**src/rtl/bscu_pkg.sv**
```systemverilog
// ----------------------------------------------------------------------------
// bscu_pkg
// Shared types and constants for the barometric compensation pipeline.
// ----------------------------------------------------------------------------
`default_nettype none

package bscu_pkg;

  // width of the internal temperature (t scaled by 2^48)
  localparam int TW = 61;

  localparam int CFG_IDX_W = 2;
  localparam logic [CFG_IDX_W-1:0] CFG_TEMP_CALIB    = 2'd0;
  localparam logic [CFG_IDX_W-1:0] CFG_PRESS_CALIB_A = 2'd1;
  localparam logic [CFG_IDX_W-1:0] CFG_PRESS_CALIB_B = 2'd2;

  localparam logic [23:0] PRESS_MAX = 24'hFFFFFF;
  localparam logic signed [17:0] TEMP_MAX = 18'sh1FFFF;
  localparam logic signed [17:0] TEMP_MIN = 18'sh20000;

  typedef struct packed {
    logic [23:0] raw_pressure;
    logic [23:0] raw_temperature;
  } item_t;

  typedef struct packed {
    logic signed [17:0] temperature_q10;
    logic [23:0]        pressure_q6;
    logic               clipped;
  } result_t;

  typedef struct packed {
    logic [15:0]        t1;
    logic [15:0]        t2;
    logic signed [7:0]  t3;
    logic signed [15:0] p1;
    logic signed [15:0] p2;
    logic signed [7:0]  p3;
    logic signed [7:0]  p4;
    logic [15:0]        p5;
    logic [15:0]        p6;
    logic signed [7:0]  p7;
    logic signed [7:0]  p8;
    logic signed [15:0] p9;
    logic signed [7:0]  p10;
    logic signed [7:0]  p11;
  } calib_t;

  // temperature and horner coefficients, all over powers of two
  typedef struct packed {
    logic                valid;
    logic signed [60:0]  t;
    logic signed [63:0]  a3;
    logic signed [127:0] a2;
    logic signed [191:0] a1;
    logic signed [255:0] a0;
  } front_t;

  typedef struct packed {
    logic signed [17:0] q10;
    logic               clip;
  } temp_res_t;

endpackage

`default_nettype wire

```
**src/rtl/bscu_cfg.sv**
```systemverilog
// ----------------------------------------------------------------------------
// bscu_cfg
// Calibration register file, unpacked into individual coefficients.
// ----------------------------------------------------------------------------
`default_nettype none

module bscu_cfg (
  input  wire logic                               clk,
  input  wire logic                               rst,
  input  wire logic                               wr_en,
  input  wire logic [bscu_pkg::CFG_IDX_W-1:0]     wr_index,
  input  wire logic [63:0]                        wr_data,
  output bscu_pkg::calib_t                        calib
);

  logic [39:0] temp_calib;
  logic [63:0] press_calib_a;
  logic [63:0] press_calib_b;

  always_ff @(posedge clk) begin
    if (rst) begin
      temp_calib    <= '0;
      press_calib_a <= '0;
      press_calib_b <= '0;
    end else if (wr_en) begin
      unique case (wr_index)
        bscu_pkg::CFG_TEMP_CALIB:    temp_calib    <= wr_data[39:0];
        bscu_pkg::CFG_PRESS_CALIB_A: press_calib_a <= wr_data;
        bscu_pkg::CFG_PRESS_CALIB_B: press_calib_b <= wr_data;
        default: ;
      endcase
    end
  end

  assign calib.t1  = temp_calib[15:0];
  assign calib.t2  = temp_calib[31:16];
  assign calib.t3  = temp_calib[39:32];
  assign calib.p1  = press_calib_a[15:0];
  assign calib.p2  = press_calib_a[31:16];
  assign calib.p3  = press_calib_a[39:32];
  assign calib.p4  = press_calib_a[47:40];
  assign calib.p5  = press_calib_a[63:48];
  assign calib.p6  = press_calib_b[15:0];
  assign calib.p7  = press_calib_b[23:16];
  assign calib.p8  = press_calib_b[31:24];
  assign calib.p9  = press_calib_b[47:32];
  assign calib.p10 = press_calib_b[55:48];
  assign calib.p11 = press_calib_b[63:56];

endmodule

`default_nettype wire

```
**config.mk**
```make
export PLATFORM = sky130hd
export DESIGN_NAME = bscu_cfg
export DESIGN_NICKNAME = d
export VERILOG_FILES = /design/src/rtl/bscu_pkg.sv /design/src/rtl/bscu_cfg.sv
export SDC_FILE = /design/constraint.sdc
export NUM_CORES = 1
export LEC_CHECK = 0
export ABC_AREA = 1
export BUFFER_PORTS_ARGS = -buffer_cell sky130_fd_sc_hd__buf_2
export CORE_ASPECT_RATIO = 1.5
export CORE_MARGIN = 2
export CORE_UTILIZATION = 40
export DETAILED_ROUTE_END_ITERATION = 6
export PLACE_DENSITY = 0.64
export SYNTH_ARGS = -nofsm -noshare
export SYNTH_HDL_FRONTEND = slang
export SYNTH_SLANG_ARGS = --single-unit
```
**constraint.sdc**
```tcl
create_clock -name clk -period 1.1 [get_ports clk]
set_input_delay 0 -clock clk [delete_from_list [all_inputs] [get_ports clk]]
set_output_delay 0 -clock clk [all_outputs]
set_load 0.02 [all_outputs]
```
==> results of run 1 <==
## cell families after synthesis
kind of cell	count (synthesis)	synth area share, %
simple gates	635	34.6
buf+inv	234	15.2
flops	168	47.5
compound gates	40	2.83
## worst min-delay path by stage
stage               slack [ns]           endpoint  cells past startpoint
floorplan                 0.13   press_calib_a[0]                      2
global placement          0.24  press_calib_a[47]                      3
detailed placement        0.25  press_calib_a[53]                      3
CTS                       0.09  press_calib_a[14]                      4
global route              0.13  press_calib_a[14]                      5
finish                    0.11  press_calib_a[14]                      4
## routing by layer
metal | part of all wire, % | GRT usage, % | wire, µm
met4 | 3.5 | 9.17 | 645
met3 | 5.1 | 4.77 | 947
met2 | 49 | 34.0 | 9110
met1 | 43 | 22.7 | 7930
met5 | 0 | 0 | 0
## registers in the layout, indices dropped and copies added (netlist names)
| register | cells |
|---|---|
| press_calib_b | 64 |
| press_calib_a | 64 |
| temp_calib | 40 |
## repair_timing
action                    CTS  global route
gates resized for setup     0             0
hold buffers               65             0
hold endpoints to repair  168             0
## where the power goes
part | switching, mW | internal (mW)
sequential | 0.151 | 6.41
clock | 2.33 | 3.39
combinational | 1.36 | 0.865
total | 3.84 | 10.7
## synthesized netlist by cell type
| master | instances | area share, % |
|---|---|---|
| nand2_1 | 296 | 16 |
| nor2_1 | 296 | 16 |
| dfxtp_1 | 168 | 47 |
| inv_1 | 168 | 8.9 |
| a21oi_1 | 40 | 2.8 |
| nand3_1 | 40 | 2.8 |
| buf_2 | 27 | 1.9 |
| buf_4 | 8 | 0.85 |
| buf_6 | 8 | 1.3 |
| clkbuf_1 | 8 | 0.42 |
| buf_8 | 6 | 1.3 |
| buf_1 | 5 | 0.26 |
| inv_2 | 3 | 0.16 |
| nand3_2 | 2 | 0.28 |
| clkbuf_4 | 1 | 0.11 |
| nor2_2 | 1 | 0.088 |
## critical path: stages
cell	delay (ns)
dlygate4sd3_1	0.53
buf_2	0.13
inv_4	0.26
buf_12	0.23
nand2_1	0.07
nor2_1	0.09
## layout make-up
cell class                 count  area share [%]
clock buffer                  23            4.72
inverter                     171            6.64
tap                          213            2.75
clock inverter                 8            1.02
sequential                   168            34.7
multi-input combinational    675            27.5
timing repair buffer         324            22.7
==> metrics.cfg, run 1 <==
[placement]
dp_hpwl_um=12700
dp_slack_ns=0.149
dp.cells=1486
dpl_cell_area_um2=8500
place.gp.congestion=0.784
portBuffers=236

[sta]
slew_headroom_pct=76.9
setup_viol=0
hold_viol_final=0
period_share_pct=89.4
finalClockSkew_ns=0
slew_violations=0
rsz0062_at_grt=false
worstMarginPinSlew_ns=0.346
clock.fmax_mhz=1020
tns_ns=0
min_period_ns=0.983
fin_hold_ws_ns=0.115
fin_ws_ns=0.117

[clock_network]
insertion_delay_ns=0.41
clockRootBuffer=clkbuf_16
clock-sinks=168
cts-htree-levels=4
cts.clk_slew.worst_paths_ns=0.06
cts_tree=done
post-cts-setup-buffers=0
clock_path_buffers=2
numCtsBuffers=17

[detailed_routing]
dr.pass1.iters=4
avgViaCountPerCell=4.35
drtIter0Drc=252
ant_nets=0
drc=0
routed-via-count=6887
routedWlPerCell_um=11.8
routed_wl_um=18600

[pwr]
total_power_mw=14.5
ir_drop_uv=925
leakage_nw=5.61
powerDensity_nw_per_um2=1490

[run]
cap_violations=0

[outcome]
status=finished clean

[min_path]
min_from=wr_index[0]
min_path_type=in2reg

[finish]
mostFrequentLayoutCells=nand2_1, nor2_1, buf_2
antenna_cells=0
fin_cells=1582
utilization_pct=55.9
finish.instance_area_um2=9700
fillCellCount=1690
area_growth_pct=37.0
multi_input_area_um2=2670
drive_gt1_share_pct=21.3
ff_latch_area_um2=3360
nets=1426

[yosys]
syn_inst=1077
syn_area_um2=7090
syn_nets=1146
ys_warn_count=0
synth-seq-cells=168
avgSynthCellArea_um2=6.58
synthDistinctLibCells=16
ys_seq_area_share_pct=47.5

[critical_path]
path_class=in2reg
crit_required_ns=1.45
critPathArrivalTime_ns=1.33
startpoint_type=input pin
r2r_slack_ns=0.43
rr_worst_depth=4
r2r-end=press_calib_b[49]
reg2reg_from=press_calib_b[49]
path_max_fanout=28
crit_path_end=press_calib_b[5]
critPathLaunch=rst
cp-end-kind=flop

[global_routing]
grtUsageTotal_pct=19.7
grt-ovfl-total=0
antenna_found_initial=0
grt_pass1_vias=6270
grt_max_degree=44
grt_first_pass_wirelength_um=30500

[die]
start_util_pct=40.8
num_rows=59
ioPinCount=237
fp.coreArea_um2=17300
die-height_um=167
dieArea_um2=18800
die_w_um=113

Note: power is estimated with default switching activity, not from simulation.
==> inputs of run 2 (changes only) <==
--- a/config.mk
+++ b/config.mk
@@ -5,7 +5,6 @@
 export SDC_FILE = /design/constraint.sdc
 export NUM_CORES = 1
 export LEC_CHECK = 0
-export ABC_AREA = 1
 export BUFFER_PORTS_ARGS = -buffer_cell sky130_fd_sc_hd__buf_2
 export CORE_ASPECT_RATIO = 1.5
 export CORE_MARGIN = 2
==> metrics.cfg, run 2 <==
[critical_path]
critPathArrivalTime_ns=0.96  ; -0.37 ns
crit_path_max_incr_delay_ns=0.36  ; -0.17 ns
crit_required_ns=1.10  ; -0.35 ns
path_max_fanout=2  ; -93%
cp_top_family=flip-flops
cp-end-kind=output pin
r2r_slack_ns=0.45  ; +0.02 ns
critPathSlowestCell=dfxtp_1
cp_num_buf_inv=1  ; -3
path_class=reg2out
startpoint_type=flop
crit_chain=buf_2

[pwr]
share_seq_of_total_power_pct=47.1  ; +1.9 points
ir_drop_uv=828  ; -10%
clkPwrFrac_pct=41.1  ; +1.7 points
leakage_nw=4.70  ; -16%
p_sw_mw=3.58  ; -6.9%
powerDensity_nw_per_um2=1450  ; -2.9%
combinationalPowerShare_pct=11.8  ; -3.5 points
p_sw_share_pct=26.3  ; -0.21 points
internal_power_mw=10.0  ; -5.9%

[sta]
hold_viol_final=0  ; unchanged
setup_viol=0  ; unchanged
rsz0062_at_grt=false
worstMarginPinSlew_ns=0.415  ; +0.0690 ns
period_share_pct=86.9  ; -2.5 points
clock.fmax_mhz=1050  ; +2.9%
tns_ns=0  ; unchanged
finalClockSkew_ns=0  ; unchanged
slew_headroom_pct=72.3  ; -4.6 points
slew_violations=0  ; unchanged
min_period_ns=0.956  ; -0.0274 ns

[yosys]
yosys.area_share.simple_pct=21.8  ; -13 points
yosysMostFrequentCell=nand2b_1
synth-seq-cells=168  ; unchanged
synth_edf_count=0  ; unchanged
synth_fa_ha_area_share_pct=0  ; unchanged
avgSynthCellArea_um2=11.1  ; +68%
synth_compound_area_share_pct=0  ; -2.8 points
yosysTopAreaCellShare_pct=49.1  ; +1.6 points
netlist_top_cells_area=dfxtp_1, mux2i_1, nand2b_1
muxShareOfSynthArea_pct=24.5  ; +25 points
synth_top_area_cell=dfxtp_1
ys_warn_count=0  ; unchanged
synthDistinctLibCells=11  ; -5
synth-xor-area-share_pct=0  ; unchanged
syn_area_um2=6850  ; -3.3%
ys_seq_area_share_pct=49.1  ; +1.6 points
synthArstFlopShare_pct=0  ; unchanged
synth_flop_cell=dfxtp_1
synth_top_family_by_area=multiplexers
syn_nets=688  ; -40%
syn_inst=619  ; -43%
synthTopCellsByCount=nand2b_1, dfxtp_1, mux2i_1

[finish]
mostFrequentLayoutCells=buf_2, nand2b_1, mux2i_1, dfxtp_1, dlygate4sd3_1
reg_top3=press_calib_a x64, press_calib_b x64, temp_calib x40
antenna_cells=0  ; unchanged
fillCellCount=1448  ; -14%
nets=972  ; -32%
final_common_cell=buf_2
area_growth_pct=36.8
drive_gt1_share_pct=30.6  ; +9.3 points
fin_cells=1126  ; -29%

[clock_network]
numCtsBuffers=17  ; unchanged
cts_tree=done
clock-sinks=168  ; unchanged
cts-htree-levels=4  ; unchanged
clock_path_buffers=2  ; unchanged
cts_resized=0  ; unchanged
post-cts-setup-buffers=0  ; unchanged
clockRootBuffer=clkbuf_16
cts.clk_slew.worst_paths_ns=0.07  ; about the same
insertion_delay_ns=0.42  ; about the same

[detailed_routing]
ant_nets=0  ; unchanged
routed-via-count=5217  ; -24%
dr.pass1.iters=4  ; unchanged
drtIter0Drc=219  ; -13%
routed_wl_um=17100  ; -8.1%
avgViaCountPerCell=4.63  ; +6.4%
drc=0  ; unchanged
routedWlPerCell_um=15.2  ; +29%

[die]
die_w_um=111  ; -1.6%
die-height_um=164  ; -1.6%
num_rows=58  ; -1.7%
start_util_pct=40.9  ; +0.043 points
dieArea_um2=18200  ; -3.2%
ioPinCount=237  ; unchanged
fp.coreArea_um2=16800  ; -3.4%

[global_routing]
grtUsageTotal_pct=18.5  ; -1.2 points
grt_pass1_vias=5465  ; -13%
grt_first_pass_wirelength_um=27400  ; -10%
grt-ovfl-total=0  ; unchanged
antenna_found_initial=0  ; unchanged
grt_max_degree=61  ; +39%

[placement]
portBuffers=236  ; unchanged
place.gp.congestion=0.796  ; +1.6%
dp.cells=1030  ; -31%
dp_hpwl_um=11500  ; -9.6%

[min_path]
min_path_type=in2reg

[run]
cap_violations=0  ; unchanged

[outcome]
status=finished clean

run 2: power by group through the flow:
stage / Clock, mW / Combinational, mW / Sequential (mW)
floorplan: 0 / 0.672 / 6.80
global placement: 0 / 1.42 / 6.54
detailed placement: 0 / 1.44 / 6.55
CTS: 5.75 / 1.62 / 6.41
global route: 6.01 / 1.72 / 6.44
finish: 5.59 / 1.60 / 6.41
run 2: worst reg2reg max path, stage by stage, from the launching register on:
cell	delay, ns
dfxtp_1	0.35
nand2b_1	0.07
mux2i_1	0.16
run 2: metal layers:
layer / GRT usage (%) / vias to the layer above / part of all wire [%]
li1: - / 2590 / -
met1: 21.4 / 2442 / 42
met2: 33.2 / 161 / 51
met3: 4.21 / 24 / 5.0
met4: 7.33 / 0 / 2.2
met5: 0 / - / 0
run 2: layout make-up:
cell class	instances	area, µm²	share of cell area, %
well taps	210	263	2.80
clock buffers	18	429	4.58
clock inverters	14	116	1.24
multi-input cells	405	3190	34.0
repair buffers	311	2020	21.5
flip-flops and latches	168	3360	35.9
run 2: what timing repair did:
action	CTS	global route
endpoints found under the setup margin	0	0
endpoints found under the hold margin	168	0
hold buffers	64	0
run 2: cells by family (layout without fill, tap and decap cells):
group         count (synthesis)  count (layout)
buf+inv                      46             343
mux                         168             168
simple gates                237             237
flops                       168             168
run 2: stage by stage:
stage / utilization (%) / hold slack [ns] / power [mW] / cell area, µm² / setup WS, ns
2_1_floorplan: - / 0.176 / 7.47 / 6850 / 0.299
3_5_place_dp: 48.9 / 0.299 / 7.99 / 8190 / 0.0428
4_1_cts: 55.9 / 0.00718 / 13.8 / 9380 / 0.113
6_report: 55.9 / 0.0123 / 13.6 / 9380 / 0.144
3_3_place_gp: 48.9 / 0.286 / 7.96 / 8190 / 0.0652
5_1_grt: 55.9 / 0.0392 / 14.2 / 9380 / 0.0971
run 2: path summary, 6_finish.rpt:
kind	cells after the start	start	endpoint
hold reg to reg	2	press_calib_a[55]	press_calib_a[55]
hold / removal	3	rst	press_calib_b[18]
setup reg to reg	2	press_calib_b[1]	press_calib_b[1]
setup / recovery	1	temp_calib[4]	calib[156]
